### src/htfd_pkg.sv
`timescale 1ns / 1ps
// Shared types, constants and the CRC-8 step for the sensor frame decoder.
// No dependencies; all other files but the two channel interfaces import it.
package htfd_pkg;

   localparam int CODE_W = 20;
   localparam int FRAC_W = 20;

   localparam logic [7:0] CRC_POLY = 8'h31;
   localparam logic [7:0] CRC_INIT = 8'hFF;

   // Byte positions within the seven-byte read frame
   localparam logic [2:0] POS_STATUS = 3'd0;
   localparam logic [2:0] POS_HUM_HI = 3'd1;
   localparam logic [2:0] POS_HUM_MID = 3'd2;
   localparam logic [2:0] POS_SPLIT = 3'd3;
   localparam logic [2:0] POS_TEMP_MID = 3'd4;
   localparam logic [2:0] POS_TEMP_LO = 3'd5;
   localparam logic [2:0] POS_CRC = 3'd6;

   localparam logic [13:0] HUM_SCALE = 14'd10000;
   localparam logic [14:0] TEMP_SCALE = 15'd20000;
   localparam logic [15:0] TEMP_OFFSET = 16'd5000;

   typedef struct packed {
      logic              crc_ok;
      logic [CODE_W-1:0] humidity_code;
      logic [CODE_W-1:0] temperature_code;
   } frame_result_type;

   // MSB-first CRC-8 over one byte, no final xor
   function automatic logic [7:0] crc8_update(input logic [7:0] crc, input logic [7:0] data);
      logic [7:0] c;
      c = crc ^ data;
      for (int k = 0; k < 8; k++) begin
         c = c[7] ? ((c << 1) ^ CRC_POLY) : (c << 1);
      end
      return c;
   endfunction

endpackage

### src/htfd_req_if.sv
`timescale 1ns / 1ps
// Request channel of the frame decoder: one frame byte per transfer.
// Standalone; no package needed.
interface htfd_req_if;
   logic       valid;
   logic       ready;
   logic [7:0] data_byte;
   logic       frame_start;

   modport source (output valid, output data_byte, output frame_start, input ready);
   modport sink (input valid, input data_byte, input frame_start, output ready);
endinterface

### src/htfd_rsp_if.sv
`timescale 1ns / 1ps
// Response channel of the frame decoder: one decoded frame per transfer.
// Standalone; no package needed.
interface htfd_rsp_if;
   logic               valid;
   logic               ready;
   logic               crc_ok;
   logic [13:0]        humidity_centi;
   logic signed [14:0] temperature_centi;
   logic [19:0]        humidity_raw;
   logic [19:0]        temperature_raw;

   modport source (output valid, output crc_ok, output humidity_centi,
                   output temperature_centi, output humidity_raw,
                   output temperature_raw, input ready);
   modport sink (input valid, input crc_ok, input humidity_centi,
                 input temperature_centi, input humidity_raw,
                 input temperature_raw, output ready);
endinterface

### src/htfd_frame.sv
`timescale 1ns / 1ps
// Frame tracker: byte position, running CRC, raw code collection and the
// registered end-of-frame record. Depends on htfd_pkg.
module htfd_frame import htfd_pkg::*; (
   input  logic             clock,
   input  logic             reset,
   input  logic             in_valid,
   output logic             in_ready,
   input  logic [7:0]       data_byte,
   input  logic             frame_start,
   output logic             frm_valid,
   input  logic             frm_ready,
   output frame_result_type frm_data
);

   logic [2:0]        pos_ff, pos_in;
   logic [7:0]        crc_ff, crc_in;
   logic [CODE_W-1:0] hum_ff, hum_in;
   logic [CODE_W-1:0] tmp_ff, tmp_in;
   logic              frm_valid_ff, frm_valid_in;
   frame_result_type  frm_data_ff, frm_data_in;

   logic       accept;
   logic [2:0] pos_cur;
   logic [7:0] crc_cur;
   logic       frm_load;

   assign in_ready = !frm_valid_ff || frm_ready;
   assign accept = in_valid && in_ready;
   assign pos_cur = frame_start ? POS_STATUS : pos_ff;
   assign crc_cur = frame_start ? CRC_INIT : crc_ff;
   assign frm_load = accept && (pos_cur == POS_CRC);

   always_comb begin
      pos_in = pos_ff;
      crc_in = crc_ff;
      hum_in = hum_ff;
      tmp_in = tmp_ff;
      if (accept) begin
         priority if (pos_cur < POS_CRC) begin
            crc_in = crc8_update(crc_cur, data_byte);
            pos_in = pos_cur + 3'd1;
            unique case (pos_cur)
               POS_HUM_HI:   hum_in[19:12] = data_byte;
               POS_HUM_MID:  hum_in[11:4] = data_byte;
               POS_SPLIT: begin
                  hum_in[3:0] = data_byte[7:4];
                  tmp_in[19:16] = data_byte[3:0];
               end
               POS_TEMP_MID: tmp_in[15:8] = data_byte;
               POS_TEMP_LO:  tmp_in[7:0] = data_byte;
               default: ;
            endcase
         end else begin
            // CRC byte closes the frame; the unused position just restarts
            pos_in = POS_STATUS;
            crc_in = CRC_INIT;
         end
      end
   end

   always_comb begin
      frm_data_in = frm_data_ff;
      if (frm_load) begin
         frm_data_in.crc_ok = (data_byte == crc_cur);
         frm_data_in.humidity_code = hum_ff;
         frm_data_in.temperature_code = tmp_ff;
      end
      priority if (frm_load) begin
         frm_valid_in = 1'b1;
      end else if (frm_ready) begin
         frm_valid_in = 1'b0;
      end else begin
         frm_valid_in = frm_valid_ff;
      end
   end

   always_ff @(posedge clock) begin
      if (reset) begin
         pos_ff <= POS_STATUS;
         crc_ff <= CRC_INIT;
         hum_ff <= '0;
         tmp_ff <= '0;
         frm_valid_ff <= 1'b0;
      end else begin
         pos_ff <= pos_in;
         crc_ff <= crc_in;
         hum_ff <= hum_in;
         tmp_ff <= tmp_in;
         frm_valid_ff <= frm_valid_in;
      end
      frm_data_ff <= frm_data_in;
   end

   assign frm_valid = frm_valid_ff;
   assign frm_data = frm_data_ff;

   a_pos_range: assert property (@(posedge clock) disable iff (reset)
      pos_ff <= POS_CRC)
      else $error("frame position left the seven-byte range");

   a_crc_restart: assert property (@(posedge clock) disable iff (reset)
      frm_load |=> (crc_ff == CRC_INIT) && (pos_ff == POS_STATUS))
      else $error("CRC or position not restarted after CRC byte");

   a_frm_hold: assert property (@(posedge clock) disable iff (reset)
      frm_valid_ff && !frm_ready |=> frm_valid_ff && $stable(frm_data_ff))
      else $error("stalled frame record changed");

endmodule

### src/htfd_convert.sv
`timescale 1ns / 1ps
// Scaling stage: raw codes to hundredths, gated by the CRC result, into the
// response register. Depends on htfd_pkg.
module htfd_convert import htfd_pkg::*; (
   input  logic               clock,
   input  logic               reset,
   input  logic               frm_valid,
   output logic               frm_ready,
   input  frame_result_type   frm_data,
   output logic               rsp_valid,
   input  logic               rsp_ready,
   output logic               crc_ok,
   output logic [13:0]        humidity_centi,
   output logic signed [14:0] temperature_centi,
   output logic [19:0]        humidity_raw,
   output logic [19:0]        temperature_raw
);

   logic [33:0] hum_prod;
   logic [34:0] tmp_prod;
   logic [15:0] tmp_diff;
   logic        load;

   logic        valid_ff, valid_in;
   logic        crc_ok_ff, crc_ok_in;
   logic [13:0] hum_ff, hum_in;
   logic [14:0] tmp_ff, tmp_in;
   logic [19:0] hraw_ff, hraw_in;
   logic [19:0] traw_ff, traw_in;

   assign frm_ready = !valid_ff || rsp_ready;
   assign load = frm_valid && frm_ready;

   always_comb begin
      hum_prod = {14'd0, frm_data.humidity_code} * {20'd0, HUM_SCALE};
      tmp_prod = {15'd0, frm_data.temperature_code} * {20'd0, TEMP_SCALE};
      tmp_diff = {1'b0, tmp_prod[34:FRAC_W]} - TEMP_OFFSET;

      crc_ok_in = crc_ok_ff;
      hum_in = hum_ff;
      tmp_in = tmp_ff;
      hraw_in = hraw_ff;
      traw_in = traw_ff;
      if (load) begin
         crc_ok_in = frm_data.crc_ok;
         // zero the scaled values on a bad CRC, keep raw codes
         hum_in = frm_data.crc_ok ? hum_prod[33:FRAC_W] : 14'd0;
         tmp_in = frm_data.crc_ok ? tmp_diff[14:0] : 15'd0;
         hraw_in = frm_data.humidity_code;
         traw_in = frm_data.temperature_code;
      end

      priority if (load) begin
         valid_in = 1'b1;
      end else if (rsp_ready) begin
         valid_in = 1'b0;
      end else begin
         valid_in = valid_ff;
      end
   end

   always_ff @(posedge clock) begin
      if (reset) begin
         valid_ff <= 1'b0;
      end else begin
         valid_ff <= valid_in;
      end
      crc_ok_ff <= crc_ok_in;
      hum_ff <= hum_in;
      tmp_ff <= tmp_in;
      hraw_ff <= hraw_in;
      traw_ff <= traw_in;
   end

   assign rsp_valid = valid_ff;
   assign crc_ok = crc_ok_ff;
   assign humidity_centi = hum_ff;
   assign temperature_centi = $signed(tmp_ff);
   assign humidity_raw = hraw_ff;
   assign temperature_raw = traw_ff;

   a_bad_crc_zero: assert property (@(posedge clock) disable iff (reset)
      valid_ff && !crc_ok_ff |-> (hum_ff == 14'd0) && (tmp_ff == 15'd0))
      else $error("scaled values not zeroed on CRC failure");

   a_hum_range: assert property (@(posedge clock) disable iff (reset)
      valid_ff |-> hum_ff < HUM_SCALE)
      else $error("humidity above full scale");

endmodule

### src/humidity_temp_frame_decoder.sv
`timescale 1ns / 1ps
// Decoder for the seven-byte humidity/temperature sensor read frame. It takes
// one byte per cycle while ready is high (status, five data bytes, CRC byte;
// frame_start realigns to the status byte) and returns one registered response
// per frame: CRC-8 check result (poly 0x31, init 0xFF), raw 20-bit codes,
// and humidity and temperature in hundredths, zero when the CRC fails. The
// CRC step on the incoming byte and the two scaling multipliers each
// sit between two registers, so none limits the byte rate; a stalled response
// still leaves room for one more finished frame before req ready drops.
// Depends on htfd_pkg, htfd_req_if, htfd_rsp_if, htfd_frame, htfd_convert.
module humidity_temp_frame_decoder import htfd_pkg::*; (
   input logic         clock,
   input logic         reset,
   htfd_req_if.sink    req_ch,
   htfd_rsp_if.source  rsp_ch
);

   logic             frm_valid;
   logic             frm_ready;
   frame_result_type frm_data;

   htfd_frame u_frame (
      .clock       (clock),
      .reset       (reset),
      .in_valid    (req_ch.valid),
      .in_ready    (req_ch.ready),
      .data_byte   (req_ch.data_byte),
      .frame_start (req_ch.frame_start),
      .frm_valid   (frm_valid),
      .frm_ready   (frm_ready),
      .frm_data    (frm_data)
   );

   htfd_convert u_convert (
      .clock             (clock),
      .reset             (reset),
      .frm_valid         (frm_valid),
      .frm_ready         (frm_ready),
      .frm_data          (frm_data),
      .rsp_valid         (rsp_ch.valid),
      .rsp_ready         (rsp_ch.ready),
      .crc_ok            (rsp_ch.crc_ok),
      .humidity_centi    (rsp_ch.humidity_centi),
      .temperature_centi (rsp_ch.temperature_centi),
      .humidity_raw      (rsp_ch.humidity_raw),
      .temperature_raw   (rsp_ch.temperature_raw)
   );

endmodule

### src/flat_wrapper.sv
// flat-port wrapper written by rule: the top's interface ports become plain ports
module humidity_temp_frame_decoder_flat import htfd_pkg::*;
  (clock, reset, req_ch_valid, req_ch_data_byte, req_ch_frame_start, req_ch_ready, rsp_ch_valid, rsp_ch_crc_ok, rsp_ch_humidity_centi, rsp_ch_temperature_centi, rsp_ch_humidity_raw, rsp_ch_temperature_raw, rsp_ch_ready);
  htfd_req_if req_ch_i ();
  htfd_rsp_if rsp_ch_i ();
  input logic clock;
  input logic reset;
  input wire logic [$bits(req_ch_i.valid)-1:0] req_ch_valid;
  input wire logic [$bits(req_ch_i.data_byte)-1:0] req_ch_data_byte;
  input wire logic [$bits(req_ch_i.frame_start)-1:0] req_ch_frame_start;
  output wire logic [$bits(req_ch_i.ready)-1:0] req_ch_ready;
  output wire logic [$bits(rsp_ch_i.valid)-1:0] rsp_ch_valid;
  output wire logic [$bits(rsp_ch_i.crc_ok)-1:0] rsp_ch_crc_ok;
  output wire logic [$bits(rsp_ch_i.humidity_centi)-1:0] rsp_ch_humidity_centi;
  output wire logic [$bits(rsp_ch_i.temperature_centi)-1:0] rsp_ch_temperature_centi;
  output wire logic [$bits(rsp_ch_i.humidity_raw)-1:0] rsp_ch_humidity_raw;
  output wire logic [$bits(rsp_ch_i.temperature_raw)-1:0] rsp_ch_temperature_raw;
  input wire logic [$bits(rsp_ch_i.ready)-1:0] rsp_ch_ready;
  assign req_ch_i.valid = req_ch_valid;
  assign req_ch_i.data_byte = req_ch_data_byte;
  assign req_ch_i.frame_start = req_ch_frame_start;
  assign req_ch_ready = req_ch_i.ready;
  assign rsp_ch_valid = rsp_ch_i.valid;
  assign rsp_ch_crc_ok = rsp_ch_i.crc_ok;
  assign rsp_ch_humidity_centi = rsp_ch_i.humidity_centi;
  assign rsp_ch_temperature_centi = rsp_ch_i.temperature_centi;
  assign rsp_ch_humidity_raw = rsp_ch_i.humidity_raw;
  assign rsp_ch_temperature_raw = rsp_ch_i.temperature_raw;
  assign rsp_ch_i.ready = rsp_ch_ready;
  humidity_temp_frame_decoder u_core (.clock(clock), .reset(reset), .req_ch(req_ch_i), .rsp_ch(rsp_ch_i));
endmodule
### config.mk
export PLATFORM = sky130hd
export DESIGN_NAME = humidity_temp_frame_decoder_flat
export DESIGN_NICKNAME = d
export VERILOG_FILES = /design/src/htfd_pkg.sv /design/src/htfd_req_if.sv /design/src/htfd_rsp_if.sv /design/src/htfd_frame.sv /design/src/htfd_convert.sv /design/src/humidity_temp_frame_decoder.sv /design/src/flat_wrapper.sv
export SDC_FILE = /design/constraint.sdc
export NUM_CORES = 1
export LEC_CHECK = 0
export BUFFER_PORTS_ARGS = -buffer_cell sky130_fd_sc_hd__buf_4
export CAP_MARGIN = 40
export CORE_ASPECT_RATIO = 0.9
export CORE_MARGIN = 5
export CORE_UTILIZATION = 60
export DETAILED_ROUTE_END_ITERATION = 10
export HOLD_SLACK_MARGIN = 0.05
export MAX_ROUTING_LAYER = met4
export PLACE_DENSITY = 0.89
export RECOVER_POWER = 50
export SLEW_MARGIN = 20
export SYNTH_ARGS = -nofsm -noshare
export SYNTH_HDL_FRONTEND = slang
export SYNTH_HIERARCHICAL = 1
export SYNTH_SLANG_ARGS = --single-unit
### constraint.sdc
create_clock -name clock -period 12.65 [get_ports clock]
set_clock_uncertainty 0.15 [all_clocks]
set_input_delay 2.53 -clock clock [delete_from_list [all_inputs] [get_ports clock]]
set_output_delay 2.53 -clock clock [all_outputs]
set_load 0.02 [all_outputs]
==> results by stage <==
Status:
- The run finished, with violations left.
- The final reports fail on max-capacitance violations, max-slew violations.

Critical path:
- The maximum fanout along the worst path is 6.
- The path type of the worst setup path is reg -> reg.
- The startpoint type of the worst setup path is a flip-flop.
- The launch point of the critical path is u_core/u_frame/frm_data[26]$_DFFE_PP_.
- The biggest cell delay along the critical path is slightly above 0.6 ns.
- The worst setup path is captured at a flip-flop.
- Traced cell by cell, the critical path runs through fa_1 > ha_1 > inv_1 > fa_1 > inv_1 > ha_1 > inv_1 > fa_1 > inv_1 > ha_1 > a21o_1 > a21oi_1 > o21ai_0 > a221o_1 > a21o_1 > a2111oi_4 > nor3_1 > a2111oi_2 > o21bai_1 > xor2_1 > and2_1.
- The most numerous cell type found on the critical path is sky130_fd_sc_hd__inv_1.
- The cell at the slowest stage of the critical path is sky130_fd_sc_hd__edfxtp_1.
- The data arrival at the endpoint of the critical path is 6.42 ns.
- The critical path data required time is ~13 ns.
- The startpoint of the lowest-slack register-to-register path is u_core/u_frame/frm_data[26]$_DFFE_PP_.

Placed design:
- Routability-driven placement finished with a final weighted congestion of 0.927.
- Detailed placement ended at an HPWL of ~19 mm.
- The cell area reported after detailed placement is 13300 um2.
- Timing analysis after detailed placement gives a worst setup slack of 6.36 ns.
- The port buffer count is 84.

Drt:
- The number of DRC markers in iteration 0 is 581.
- The ratio of routed vias to standard cells is 5.51.
- Across all layers, the routed design uses 8397 vias.
- The overall routed net length is 25.5 mm.
- Dividing the detail-routed wire length by the instance count gives 16.7 um.
- The count of nets left with antenna violations once routing finished came out at 0.
- The first-pass detailed-route iteration total is 5.
- The detailed-route DRC error count is 0.

STA:
- The ratio of final minimum period to clock period is 50.5%.
- The count of pins over their slew limit is between 100 and 150.
- Derived from the worst setup path, the maximum achievable clock frequency is about 160 MHz.
- The clock period minus worst slack is 6.39 ns.
- Setup repair after global routing left no endpoint under its margin.
- The slew at the pin with the worst max-slew slack is approximately 3.0 ns.
- After layout, the worst setup slack is ~6.3 ns.
- Setup violations remaining at the end of the flow were counted as 0.
- Headroom to the max-slew limit came out at -101%.
- The sum of negative setup slack is 0 ns.
- The number of failing hold endpoints at the final stage is 0.

Synth:
- The commonest cells after synthesis are 263 x sky130_fd_sc_hd__inv_1, 166 x sky130_fd_sc_hd__ha_1, 111 x sky130_fd_sc_hd__edfxtp_1.
- Of all flip-flops after synthesis, the portion carrying an async set or reset was 0%.
- For this run, the leading register cell type out of synthesis is sky130_fd_sc_hd__edfxtp_1.
- The portion of synthesized area spent on multiplexers is 1.48%.
- The most common cell in the synthesized netlist is sky130_fd_sc_hd__inv_1.
- Counting every instance in the synthesized netlist gives 1175.
- Summing every instance area after synthesis gives 12500 um2.
- The share of Yosys cell area claimed by the top area cell type is 26.8%.
- After synthesis the netlist holds a flip-flop and latch count of 164.
- Sorting the synthesized cells by area gives the leading types as sky130_fd_sc_hd__edfxtp_1 27%, sky130_fd_sc_hd__ha_1 17%, sky130_fd_sc_hd__fa_1 15%.
- The post-synthesis share of cell area spent on full adders, half adders and majority gates is 31.6%.
- The number of different library cells used by synthesis comes to 73.
- The sequential cell area fraction in the yosys report is 35.3%.
- The post-synth net total is 1446.
- Of the total synthesized cell area, the portion taken by XOR and XNOR cells is 3.53%.
- The leading area contributor after synthesis is sky130_fd_sc_hd__edfxtp_1.
- Summing the areas of all and, or, nand and nor instances in the mapped netlist gives 9.38% of the synthesized area.
- After synthesis, the mean cell area works out to 10.6 um2.
- The area fraction in compound gates after synthesis is 9.61%.
- The number of synthesized flops with an enable pin is 111.
- The dominant combinational cell family by area after synthesis is adder cells.
- The number of warnings printed during yosys synthesis is 6.

Clock tree:
- For this design, the sink count on the clock tree is 164.
- In this run the number of H-tree levels came out at 4.
- The number of resized instances in the post-cts repair step is 0.
- The buffer depth of the longest clock path is 2.
- In this run, CTS created clock tree buffers numbering 17.
- TritonCTS built the clock tree.
- The clock transition at the registers of the reported paths is 0.07 ns.
- The number of setup buffers added after CTS is 0.
- The clock tree root buffer cell is sky130_fd_sc_hd__clkbuf_16.
- The insertion delay to the later sink of the worst-skew pair is 0.43 ns.
- Hold repair after CTS inserted 0 buffers.

Floorplan:
- The total die area is 23700 um2.
- For this configuration, the core starts out at a cell density of 60.3%.
- The floorplan has 50 rows.
- The floorplan step set the die width to 162 um.
- The placeable core region is slightly above 20000 um2.
- The height of the die is 147 um.
- Pin placement for this block handled 85 I/O pins.

Final layout:
- The number of antenna diodes in the final layout is 0.
- The finished cells cover 13800 um2.
- The net count of the finished layout is 1522.
- In the final layout, the share of cells above drive strength 1 is about a tenth.
- The area overhead of the layout relative to synthesis is 10.7%.

Global routing:
- The pin count of the biggest net entering global routing is 58.
- The first-pass GRT wire length is 42.6 mm.
- The initial antenna violation count is 0.
- The total global routing overflow is 0.
- In the global route stage, overall resource usage came out at 22.9%.
- The number of global-route vias before repair is 8606.

Power and ir drop:
- Power spread over the standard cell area amounts to 83.1 nW/um2.
- The worst ir drop on vdd is 0.110 mV.
- The design draws between 1 and 1.5 mW.
- The cell leakage power is 6.64 nW.

Run:
- Max-cap violations in this run came to 2.

Worst hold path:
- The startpoint of the most critical hold path is u_core/u_frame/tmp_ff[6]$_SDFFE_PP0P_.
- The path class of the tightest hold or removal check is reg -> reg.
stage by stage:
stage               hold WS, ns  utilization [%]  std cells
floorplan                 0.258                -       1175
global placement          0.262             64.4       1491
detailed placement        0.267             64.6       1492
CTS                       0.284             67.3       1524
global route              0.292             66.8       1524
finish                    0.283             66.8       1524
final cells by class:
| class | count | area [um2] |
|---|---|---|
| multi-input cells | 716 | 6940 |
| flip-flops and latches | 164 | 4390 |
| fillers | 1511 | 6860 |
| clock buffers | 19 | 433 |
| repair buffers | 88 | 574 |
| inverters | 264 | 991 |
| clock inverters | 13 | 134 |
| well taps | 260 | 325 |
sequential cells by signal, indices dropped and copies added, names as in the netlist:
| signal | flops |
|---|---|
| u_core/u_convert/temperature_centi | 15 |
| u_core/u_frame/tmp_ff | 20 |
| u_core/u_convert/crc_ok | 1 |
| u_core/u_frame/frm_data | 41 |
| u_core/u_frame/frm_valid | 1 |
| u_core/u_convert/rsp_valid | 1 |
| u_core/u_convert/humidity_centi | 14 |
| u_core/u_convert/humidity_raw | 20 |
| u_core/u_frame/pos_ff | 3 |
| u_core/u_frame/crc_ff | 8 |
| u_core/u_convert/temperature_raw | 20 |
| u_core/u_frame/hum_ff | 20 |
cell families (layout without fill, tap and decap cells):
| family | Yosys count | after routing |
|---|---|---|
| buffers and inverters | 295 | 384 |
| and+or+nand+nor | 228 | 228 |
| muxes | 18 | 18 |
| adders and majority gates | 260 | 260 |
| AOI/OAI and AO/OA | 167 | 167 |
| DFF | 164 | 164 |
| xor gates and xnor gates | 43 | 43 |
routing by layer:
layer | track usage (%) | wire (um) | up-vias
li1 | - | - | 4041
met1 | 30.6 | 11200 | 4005
met2 | 36.7 | 12200 | 297
met3 | 4.07 | 1520 | 54
met4 | 5.88 | 492 | 0
met5 | - | 0 | -
final timing paths:
kind                                                      end  slack, ns  cells after the start
min reg2reg              u_core/u_frame/frm_data[6]$_DFFE_PP_       0.28                      0
min                      u_core/u_frame/frm_data[6]$_DFFE_PP_       0.28                      0
max          u_core/u_convert/humidity_centi[7]$_SDFFCE_PN0P_       6.26                     21
max reg2reg  u_core/u_convert/humidity_centi[7]$_SDFFCE_PN0P_       6.26                     21
power by group:
part	total [mW]	internal [mW]	switching [mW]
clock network	0.502	0.278	0.224
registers	0.578	0.571	0.00769
logic	0.0663	0.0310	0.0352
cell usage in the layout, fill, tap and decap left out, types with 9 or more instances in the layout:
cell	count
sky130_fd_sc_hd__clkbuf_1	25
sky130_fd_sc_hd__a21o_1	11
sky130_fd_sc_hd__xnor2_1	22
sky130_fd_sc_hd__mux2i_1	17
sky130_fd_sc_hd__edfxtp_1	111
sky130_fd_sc_hd__ha_1	166
sky130_fd_sc_hd__and2_1	22
sky130_fd_sc_hd__nand2b_1	13
sky130_fd_sc_hd__buf_4	64
sky130_fd_sc_hd__nand2_1	56
sky130_fd_sc_hd__a21oi_1	65
sky130_fd_sc_hd__nor3_1	11
sky130_fd_sc_hd__xor2_1	16
sky130_fd_sc_hd__o21ai_0	20
sky130_fd_sc_hd__fa_1	92
sky130_fd_sc_hd__dfxtp_1	53
sky130_fd_sc_hd__clkbuf_16	17
sky130_fd_sc_hd__inv_1	263
sky130_fd_sc_hd__nand3_1	37
sky130_fd_sc_hd__nor2b_1	9
sky130_fd_sc_hd__nor2_1	42
critical path: cells and delay by family, from the launching register on:
| family | cells | cell delay (ns) |
|---|---|---|
| compound gates | 8 | 2.28 |
| xor+xnor | 1 | 0.17 |
| fa+ha+maj | 6 | 2.43 |
| buf+inv | 4 | 0.21 |
| flops | 1 | 0.62 |
| simple gates | 2 | 0.28 |
No activity file was read; power rests on OpenSTA's default activity.
